### config.mk
export PLATFORM = sky130hd
export DESIGN_NAME = gregorian_date_arithmetic_top
export DESIGN_NICKNAME = d
export VERILOG_FILES = /design/src/gda_pkg.sv /design/src/gda_date_index.sv /design/src/gda_index_date.sv /design/src/gregorian_date_arithmetic_top.sv
export SDC_FILE = /design/constraint.sdc
export NUM_CORES = 2
export LEC_CHECK = 0
export BUFFER_PORTS_ARGS = -buffer_cell sky130_fd_sc_hd__buf_2
export CORE_ASPECT_RATIO = 2
export CORE_MARGIN = 2
export CORE_UTILIZATION = 65
export CTS_BUF_LIST = sky130_fd_sc_hd__clkbuf_16
export CTS_CLUSTER_DIAMETER = 30
export CTS_CLUSTER_SIZE = 12
export DETAILED_ROUTE_END_ITERATION = 10
export GPL_TIMING_DRIVEN = 0
export HOLD_SLACK_MARGIN = 0.05
export PLACE_DENSITY = 0.89
export SYNTH_ARGS = -nofsm -noshare
export SYNTH_HDL_FRONTEND = slang
export SYNTH_SLANG_ARGS = --single-unit
### constraint.sdc
create_clock -name clk -period 11 [get_ports clk]
set_input_delay 0.55 -clock clk [delete_from_list [all_inputs] [get_ports clk]]
set_output_delay 0.55 -clock clk [all_outputs]
set_load 0.03 [all_outputs]
### src/gda_pkg.sv
package gda_pkg;

	localparam int IN_YEAR_W = 14;
	localparam int YEAR_W = 17;
	localparam int IDX_W = 26;
	localparam int DOY_W = 9;
	localparam int DAY_W = 5;
	localparam int MON_W = 4;
	localparam int OFF_W = 16;
	localparam int DIFF_W = 22;
	localparam int DEF_MAX_YEAR = 9999;
	localparam int DEF_OFFSET_BITS = 16;

	// floor(n * 400 / 146097) as (n * RECIP) >> 32
	localparam logic [23:0] YEAR_RECIP = 24'd11759221;
	localparam int YEAR_RECIP_SHIFT = 32;

	typedef enum logic [1:0] {
		MODE_ADD  = 2'd0,
		MODE_SUB  = 2'd1,
		MODE_DIFF = 2'd2,
		MODE_RSVD = 2'd3
	} mode_t;

	typedef enum logic [1:0] {
		ST_OK      = 2'd0,
		ST_RANGE   = 2'd1,
		ST_INVALID = 2'd2
	} status_t;

	// x / 100 by reciprocal, exact for x below 2**YEAR_W
	function automatic logic [10:0] div100(input logic [YEAR_W-1:0] x);
		logic [YEAR_W+17:0] prod;
		prod = x * 18'd167773;
		return prod[24 +: 11];
	endfunction

	function automatic logic is_leap(input logic [YEAR_W-1:0] y, input logic [10:0] q);
		logic cent;
		cent = (y == YEAR_W'(q) * YEAR_W'(100));
		return ((y[1:0] == 2'd0) && !cent) || (cent && (q[1:0] == 2'd0));
	endfunction

	function automatic logic [DAY_W-1:0] month_len(input logic [MON_W-1:0] m, input logic lp);
		logic [DAY_W-1:0] len;
		unique case (m)
			4'd2: len = lp ? 5'd29 : 5'd28;
			4'd4, 4'd6, 4'd9, 4'd11: len = 5'd30;
			default: len = 5'd31;
		endcase
		return len;
	endfunction

	function automatic logic [DOY_W-1:0] month_start(input logic [MON_W-1:0] m, input logic lp);
		logic [DOY_W-1:0] s;
		unique case (m)
			4'd2: s = 9'd31;
			4'd3: s = 9'd59;
			4'd4: s = 9'd90;
			4'd5: s = 9'd120;
			4'd6: s = 9'd151;
			4'd7: s = 9'd181;
			4'd8: s = 9'd212;
			4'd9: s = 9'd243;
			4'd10: s = 9'd273;
			4'd11: s = 9'd304;
			4'd12: s = 9'd334;
			default: s = 9'd0;
		endcase
		return s + DOY_W'(lp && (m > 4'd2));
	endfunction

	// days from the first day of year 1 to the first day of year p + 1, q = p / 100
	function automatic logic [IDX_W-1:0] days_before(input logic [YEAR_W-1:0] p,
			input logic [10:0] q);
		return IDX_W'(p) * IDX_W'(365) + IDX_W'(p >> 2) - IDX_W'(q) + IDX_W'(q >> 2);
	endfunction

endpackage

### src/gda_date_index.sv
module gda_date_index #(
	parameter int MAX_YEAR = gda_pkg::DEF_MAX_YEAR
) (
	input  logic                           clk,
	input  logic [gda_pkg::DAY_W-1:0]      day,
	input  logic [gda_pkg::MON_W-1:0]      month,
	input  logic [gda_pkg::IN_YEAR_W-1:0]  year,
	output logic                           ok,
	output logic [gda_pkg::IDX_W-1:0]      idx
);

	localparam logic [gda_pkg::YEAR_W-1:0] MAX_Y = gda_pkg::YEAR_W'(MAX_YEAR);

	logic [gda_pkg::YEAR_W-1:0] y, p;
	logic [10:0] qy, qp;
	logic lp, valid;
	logic [gda_pkg::DOY_W-1:0] doy;

	logic ok_s1, ok_s2;
	logic [gda_pkg::YEAR_W-1:0] p_s1;
	logic [10:0] qp_s1;
	logic [gda_pkg::DOY_W-1:0] doy_s1;
	logic [gda_pkg::IDX_W-1:0] idx_s2;

	always_comb begin
		y = gda_pkg::YEAR_W'(year);
		p = y - 1'b1;
		qy = gda_pkg::div100(y);
		qp = gda_pkg::div100(p);
		lp = gda_pkg::is_leap(y, qy);
		valid = (y != '0) && (y <= MAX_Y) && (month >= 4'd1) && (month <= 4'd12)
			&& (day != '0) && (day <= gda_pkg::month_len(month, lp));
		doy = gda_pkg::month_start(month, lp) + gda_pkg::DOY_W'(day) - 1'b1;
	end

	always_ff @(posedge clk) begin
		ok_s1 <= valid;
		p_s1 <= p;
		qp_s1 <= qp;
		doy_s1 <= doy;
		ok_s2 <= ok_s1;
		idx_s2 <= gda_pkg::days_before(p_s1, qp_s1) + gda_pkg::IDX_W'(doy_s1);
	end

	assign ok = ok_s2;
	assign idx = idx_s2;

endmodule

### src/gda_index_date.sv
module gda_index_date (
	input  logic                        clk,
	input  logic [gda_pkg::IDX_W-1:0]   n,
	output logic [gda_pkg::DAY_W-1:0]   day,
	output logic [gda_pkg::MON_W-1:0]   month,
	output logic [gda_pkg::YEAR_W-1:0]  year
);

	localparam int PW = gda_pkg::IDX_W + 24;

	logic [PW-1:0] prod;
	logic [gda_pkg::IDX_W-1:0] n_s1, n_s2, n_s3;
	logic [gda_pkg::YEAR_W-1:0] y0_s1, y0_s2, y0_s3;
	logic [10:0] qa_s2, qb_s2, qc_s2;
	logic [gda_pkg::IDX_W-1:0] dby0_s3;
	logic lplo_s3, lpmid_s3, lphi_s3;
	logic [gda_pkg::DOY_W-1:0] rem_s4;
	logic [gda_pkg::YEAR_W-1:0] yr_s4;
	logic lp_s4;
	logic [gda_pkg::DAY_W-1:0] day_s5;
	logic [gda_pkg::MON_W-1:0] month_s5;
	logic [gda_pkg::YEAR_W-1:0] year_s5;

	logic [gda_pkg::IDX_W-1:0] dby1, dbym;
	logic [gda_pkg::DOY_W-1:0] rem4;
	logic [gda_pkg::YEAR_W-1:0] yr4;
	logic lp4;
	logic [gda_pkg::MON_W-1:0] mon5;
	logic [gda_pkg::DOY_W-1:0] st5;

	assign prod = n * gda_pkg::YEAR_RECIP;

	// estimate lands within one year of the answer; correct it in stage four
	always_comb begin
		dby1 = dby0_s3 + gda_pkg::IDX_W'(365) + gda_pkg::IDX_W'(lpmid_s3);
		dbym = dby0_s3 - gda_pkg::IDX_W'(365) - gda_pkg::IDX_W'(lplo_s3);
		priority if (n_s3 < dby0_s3) begin
			yr4 = y0_s3 - 1'b1;
			rem4 = gda_pkg::DOY_W'(n_s3 - dbym);
			lp4 = lplo_s3;
		end else if (n_s3 >= dby1) begin
			yr4 = y0_s3 + 1'b1;
			rem4 = gda_pkg::DOY_W'(n_s3 - dby1);
			lp4 = lphi_s3;
		end else begin
			yr4 = y0_s3;
			rem4 = gda_pkg::DOY_W'(n_s3 - dby0_s3);
			lp4 = lpmid_s3;
		end
	end

	always_comb begin
		mon5 = 4'd1;
		for (int k = 2; k <= 12; k++) begin
			if (rem_s4 >= gda_pkg::month_start(gda_pkg::MON_W'(k), lp_s4))
				mon5 = gda_pkg::MON_W'(k);
		end
		st5 = gda_pkg::month_start(mon5, lp_s4);
	end

	always_ff @(posedge clk) begin
		n_s1 <= n;
		y0_s1 <= prod[gda_pkg::YEAR_RECIP_SHIFT +: gda_pkg::YEAR_W] + 1'b1;

		n_s2 <= n_s1;
		y0_s2 <= y0_s1;
		qa_s2 <= gda_pkg::div100(y0_s1 - 1'b1);
		qb_s2 <= gda_pkg::div100(y0_s1);
		qc_s2 <= gda_pkg::div100(y0_s1 + 1'b1);

		n_s3 <= n_s2;
		y0_s3 <= y0_s2;
		dby0_s3 <= gda_pkg::days_before(y0_s2 - 1'b1, qa_s2);
		lplo_s3 <= gda_pkg::is_leap(y0_s2 - 1'b1, qa_s2);
		lpmid_s3 <= gda_pkg::is_leap(y0_s2, qb_s2);
		lphi_s3 <= gda_pkg::is_leap(y0_s2 + 1'b1, qc_s2);

		rem_s4 <= rem4;
		yr_s4 <= yr4;
		lp_s4 <= lp4;

		month_s5 <= mon5;
		day_s5 <= gda_pkg::DAY_W'(rem_s4 - st5 + 1'b1);
		year_s5 <= yr_s4;
	end

	assign day = day_s5;
	assign month = month_s5;
	assign year = year_s5;

endmodule

### src/gregorian_date_arithmetic_top.sv
// Gregorian date arithmetic: add or subtract a day count, or take the distance
// between two dates. Raise start for one cycle with the request on the input
// ports; busy stays low, so a new request may be issued in every cycle. The
// answer comes back exactly eight cycles later with done high for one cycle
// and must be captured then, since the receiver cannot stall the unit. The
// latency is fixed by an eight-stage pipeline: two stages map each date to a
// day count since the first day of year 1, one stage does the add, subtract
// or compare, and five stages turn the day count back into a date (a
// reciprocal multiply estimates the year, one step fixes it, a table of month
// starts picks month and day). Status 2 flags an invalid date or mode 3,
// status 1 a result outside years 1 to MAX_YEAR or a saturated difference.
module gregorian_date_arithmetic_top #(
	parameter int MAX_YEAR = gda_pkg::DEF_MAX_YEAR,
	parameter int OFFSET_BITS = gda_pkg::DEF_OFFSET_BITS
) (
	input  logic                           clk,
	input  logic                           arst_n,
	input  logic                           start,
	output logic                           busy,
	output logic                           done,
	input  logic [1:0]                     mode,
	input  logic [gda_pkg::DAY_W-1:0]      first_day,
	input  logic [gda_pkg::MON_W-1:0]      first_month,
	input  logic [gda_pkg::IN_YEAR_W-1:0]  first_year,
	input  logic [gda_pkg::OFF_W-1:0]      day_offset,
	input  logic [gda_pkg::DAY_W-1:0]      second_day,
	input  logic [gda_pkg::MON_W-1:0]      second_month,
	input  logic [gda_pkg::IN_YEAR_W-1:0]  second_year,
	output logic [gda_pkg::DAY_W-1:0]      result_day,
	output logic [gda_pkg::MON_W-1:0]      result_month,
	output logic [gda_pkg::IN_YEAR_W-1:0]  result_year,
	output logic [gda_pkg::DIFF_W-1:0]     day_difference,
	output logic                           first_earlier,
	output logic                           dates_equal,
	output logic [1:0]                     status
);

	localparam int IW = gda_pkg::IDX_W;
	// day count of the first day after the last representable year
	localparam int DBY_END = MAX_YEAR * 365 + MAX_YEAR / 4 - MAX_YEAR / 100 + MAX_YEAR / 400;
	localparam logic [gda_pkg::OFF_W-1:0] OFF_MASK =
		gda_pkg::OFF_W'((64'd1 << OFFSET_BITS) - 64'd1);
	localparam logic [IW-1:0] DIFF_MAX = IW'((64'd1 << gda_pkg::DIFF_W) - 64'd1);

	typedef struct packed {
		logic                          use_date;
		gda_pkg::status_t              status;
		logic [gda_pkg::DIFF_W-1:0]    diff;
		logic                          earlier;
		logic                          equal;
	} side_t;

	logic vld_s1, vld_s2, vld_s3, vld_s4, vld_s5, vld_s6, vld_s7, vld_s8;
	gda_pkg::mode_t mode_s1, mode_s2;
	logic [gda_pkg::OFF_W-1:0] off_s1, off_s2;
	side_t side_s3, side_s4, side_s5, side_s6, side_s7, side_s8;
	logic [IW-1:0] n_s3;

	logic ok_a, ok_b;
	logic [IW-1:0] idx_a, idx_b;
	side_t side3;
	logic [IW-1:0] n3, day_span;
	logic [gda_pkg::DAY_W-1:0] rd;
	logic [gda_pkg::MON_W-1:0] rm;
	logic [gda_pkg::YEAR_W-1:0] ry;

	// the pipeline never stalls
	assign busy = 1'b0;

	gda_date_index #(.MAX_YEAR(MAX_YEAR)) u_first (
		.clk(clk), .day(first_day), .month(first_month), .year(first_year),
		.ok(ok_a), .idx(idx_a)
	);

	gda_date_index #(.MAX_YEAR(MAX_YEAR)) u_second (
		.clk(clk), .day(second_day), .month(second_month), .year(second_year),
		.ok(ok_b), .idx(idx_b)
	);

	// stage three: pick the operation, check ranges, fix the status
	always_comb begin
		side3 = '0;
		n3 = '0;
		day_span = (idx_a < idx_b) ? idx_b - idx_a : idx_a - idx_b;
		if (mode_s2 == gda_pkg::MODE_RSVD || !ok_a || (mode_s2 == gda_pkg::MODE_DIFF && !ok_b)) begin
			side3.status = gda_pkg::ST_INVALID;
		end else begin
			unique case (mode_s2)
				gda_pkg::MODE_DIFF: begin
					side3.earlier = idx_a < idx_b;
					side3.equal = idx_a == idx_b;
					if (day_span > DIFF_MAX) begin
						side3.diff = '1;
						side3.status = gda_pkg::ST_RANGE;
					end else begin
						side3.diff = gda_pkg::DIFF_W'(day_span);
					end
				end
				gda_pkg::MODE_ADD: begin
					n3 = idx_a + IW'(off_s2);
					if (n3 >= IW'(DBY_END))
						side3.status = gda_pkg::ST_RANGE;
					else
						side3.use_date = 1'b1;
				end
				default: begin
					n3 = idx_a - IW'(off_s2);
					if (IW'(off_s2) > idx_a)
						side3.status = gda_pkg::ST_RANGE;
					else
						side3.use_date = 1'b1;
				end
			endcase
		end
	end

	gda_index_date u_conv (
		.clk(clk), .n(n_s3), .day(rd), .month(rm), .year(ry)
	);

	// advance the valid bits; a transfer enters on start
	always_ff @(posedge clk or negedge arst_n) begin
		if (!arst_n) begin
			vld_s1 <= 1'b0;
			vld_s2 <= 1'b0;
			vld_s3 <= 1'b0;
			vld_s4 <= 1'b0;
			vld_s5 <= 1'b0;
			vld_s6 <= 1'b0;
			vld_s7 <= 1'b0;
			vld_s8 <= 1'b0;
		end else begin
			vld_s1 <= start && !busy;
			vld_s2 <= vld_s1;
			vld_s3 <= vld_s2;
			vld_s4 <= vld_s3;
			vld_s5 <= vld_s4;
			vld_s6 <= vld_s5;
			vld_s7 <= vld_s6;
			vld_s8 <= vld_s7;
		end
	end

	// hold request side data alongside the date converters
	always_ff @(posedge clk) begin
		mode_s1 <= gda_pkg::mode_t'(mode);
		off_s1 <= day_offset & OFF_MASK;
		mode_s2 <= mode_s1;
		off_s2 <= off_s1;
		side_s3 <= side3;
		n_s3 <= n3;
		side_s4 <= side_s3;
		side_s5 <= side_s4;
		side_s6 <= side_s5;
		side_s7 <= side_s6;
		side_s8 <= side_s7;
	end

	// drop the date fields unless the answer is a valid date
	assign done = vld_s8;
	assign result_day = side_s8.use_date ? rd : '0;
	assign result_month = side_s8.use_date ? rm : '0;
	assign result_year = side_s8.use_date ? ry[gda_pkg::IN_YEAR_W-1:0] : '0;
	assign day_difference = side_s8.diff;
	assign first_earlier = side_s8.earlier;
	assign dates_equal = side_s8.equal;
	assign status = side_s8.status;

	a_latency: assert property (@(posedge clk) disable iff (!arst_n)
		(start && !busy) |-> ##8 done)
		else $error("result strobe missing eight cycles after request");

	a_status_code: assert property (@(posedge clk) disable iff (!arst_n)
		done |-> (status != 2'd3))
		else $error("unused status code");

	a_error_clears_date: assert property (@(posedge clk) disable iff (!arst_n)
		(done && status != gda_pkg::ST_OK) |-> (result_day == '0 && result_month == '0
			&& result_year == '0))
		else $error("date fields set on error");

	a_equal_flags: assert property (@(posedge clk) disable iff (!arst_n)
		(done && dates_equal) |-> (day_difference == '0 && !first_earlier))
		else $error("equal dates with nonzero distance");

endmodule

==> flow_summary.yaml <==
status:
  status: "completed"
global_route:
  overflow: 0
  grt_pass1_vias: 73753
  grt_first_pass_wirelength_mm: 385.1
  antenna_found_initial: 17
  grt_max_degree: 18
  track_usage_pct: 36.59
route:
  dr.pass1.iters: 6
  drtAntennaViolNets: 0
  dr.first_iter.drc_count: 2627
  wl_per_cell_um: 22.25
  drc: 0
  vias: 63732
  vias_per_cell: 5.751
  wl_mm: 246.5
placement:
  preCtsSetupSlack_ns: -1.456
  placed_area_um2: 90880
  numPortBuffers: 114
  dp_hpwl_mm: 209.6
  place.gp.congestion: 1.030
timing:
  worst_slew_pin_slew_ns: 1.469
  finalSetupViolCount: 0
  rsz0062_at_grt: "yes"
  slew_violations: 0
  setup_tns_ns: 0
  holdWs_ns: 0.2030
  hold_viol: 0
  relSlewSlack_pct: 1.395
  skew_ns: 0.04872
  min_period_ns: 10.70
  clock.fmax_mhz: 93.44
  fin_crit_sh_pct: 97.29
  layout_setup_ws_ns: 0.2982
cells_and_area:
  most-common-layout-cells: "2499 x inv_1, 1855 x ha_1, 1311 x fa_1"
  synthToLayoutAreaGrowth_pct: 7.531
  nFillCells: 9674
  regArea_um2: 11910
  multi_input_area_um2: 66610
  fin_area_um2: 94770
  drive_above_1_share_pct: 4.652
  final_common_cell: "inv_1"
  nets: 12506
yosys:
  ys_seq_area_share_pct: 13.52
  avgSynthCellArea_um2: 9.771
  syn_nets: 12265
  netlist_area_um2: 88130
  yosysUniqueCellTypes: 95
  synth-async-reset-ratio_pct: 1.349
  yosysWarningCount: 0
  ys_seq_elements: 593
  synth-edff-count: 0
  ys.flop_type: "dfxtp_1"
  synthCells: 9020
clock_network:
  clock-root-buffer: "clkbuf_16"
  clockBufferDepth: 3
  clk_pin_slew_ns: 0.06
  numCtsBuffers: 94
  clkSinkCount: 593
  cts_tree: "done"
  ctsHtreeMaxLevel: 3
  clk_latency_ns: 0.74
setup_path:
  cp-end-kind: "flip-flop"
  critPathMaxStageDelay_ns: 0.56
  worstPathRequired_ns: 11.63
  worst_path_most_repeated_cell: "inv_1"
  start_kind: "primary input"
  cp_max_fo: 10
  crit_arrival_ns: 11.33
  crit_type: "primary input to flip-flop"
  worst_path_max_delay_cell: "or4_4"
floorplanning:
  die-height_um: 524.7
  rows: 191
  die_area_um2: 138700
  num_io_pins: 118
  start_util_pct: 65.27
  core_um2: 135000
  die_x_um: 264.4
worst_hold_path:
  worstHoldPathType: "primary input to asynchronous set/reset pin"
job:
  drv_cap: 0
==> per-stage QoR <==
stage	utilization [%]	cells
final	70.19	11082
after global routing	70.18	11080
after CTS	69.89	11059
after detailed placement	67.31	10872
after global placement	67.30	10871
after floorplan	-	9020
==> cell usage after synthesis (all sizes together) (9+ instances only) <==
master   number  area, um2
a2111oi      13      157.6
a211oi       35      262.8
a21boi       21      157.7
a21o        169       1270
a21oi       357       1787
a221oi       13      113.9
a311oi        9      78.83
a31oi        25      162.6
and2         40      252.7
and3         36      227.7
and4         10      87.58
buf          37      250.2
clkbuf       74      277.8
dfxtp       585      11710
fa         1316      26350
ha         1862      23300
inv        2503       9395
mux2i        24      240.2
nand2       239      897.1
nand2b       37      231.5
nand3        86      435.4
nand4        67      419.2
nor2        289       1085
nor2b        52      325.3
nor3         98      511.7
nor4         26      162.7
o211ai       29      217.7
o21a         48      360.4
o21ai       170      858.3
o21bai       33      247.7
o22ai         9      56.30
o31ai        19      142.6
or2          21      131.4
or3          24      161.4
or4           9      67.56
xnor2       365       3197
xor2        128       1121
==> logic make-up after synthesis <==
kind of cell,synth area share [%]
xor gates and xnor gates,4.899
AOI/OAI and AO/OA,7.597
other,0.004255
muxes,0.3748
DFF,13.52
adders and majority gates,56.33
buffers and inverters,11.26
and+or+nand+nor,6.018
==> flip-flops by register name, summed over array words and instances, names as in the netlist, 27 cells and up <==
| signal | flops |
|---|---|
| side_s3 | 27 |
| side_s5 | 27 |
| side_s6 | 27 |
| side_s4 | 27 |
| side_s7 | 27 |
==> routing by layer <==
metal	GRT usage, %	vias up	share of wire, %
li1	-	28790	-
met1	28.62	31125	28
met4	43.15	4	15
met2	68.87	2260	53
met3	6.283	1553	4.5
met5	0	-	0.0089
==> path summary, 6_finish.rpt <==
check	to	slack (ns)	cells after the start	start
worst min-delay path	done	0.20	2	arst_n
min in group clk	u_first.ok_s1	0.26	3	first_day[4]
max in group asynchronous	vld_s3	10.63	2	arst_n
worst max register to register	u_conv.qa_s2[10]	0.72	31	u_conv.y0_s1[0]
worst min register to register	u_conv.n_s2[1]	0.29	0	u_conv.n_s1[1]
worst max-delay path	u_first.doy_s1[8]	0.30	50	first_year[6]
==> layout make-up <==
| type | count | area share (%) |
|---|---|---|
| multi-input combinational | 5812 | 70.29 |
| sequential | 593 | 12.57 |
| tap | 1737 | 2.293 |
| buffer | 111 | 0.5571 |
| antenna | 15 | 0.03961 |
| clock inverter | 71 | 0.8608 |
| clock buffer | 94 | 2.482 |
| timing repair buffer | 145 | 0.9783 |
| inverter | 2504 | 9.934 |
==> worst max-delay path: cells and delay by family <==
family | cells | cell delay [ns]
AND/OR/NAND/NOR | 5 | 1.57
XOR/XNOR | 3 | 0.48
AO/OA/AOI/OAI | 18 | 3.04
adder cells (fa/ha/maj) | 13 | 4.85
buffers and inverters | 10 | 0.69
multiplexers | 1 | 0.12
==> timing repair <==
| action | 4_1_cts | 5_1_grt |
|---|---|---|
| hold buffers | 20 | 0 |
| setup buffers | 2 | 8 |
| setup endpoints to repair | 8 | 8 |
| hold endpoints to repair | 27 | 0 |
| pin swaps | 3 | 14 |
| gates resized for setup | 27 | 72 |
Power is not shown: default switching activity piles up to over one toggle a cycle in this logic, so the estimate is an artifact.
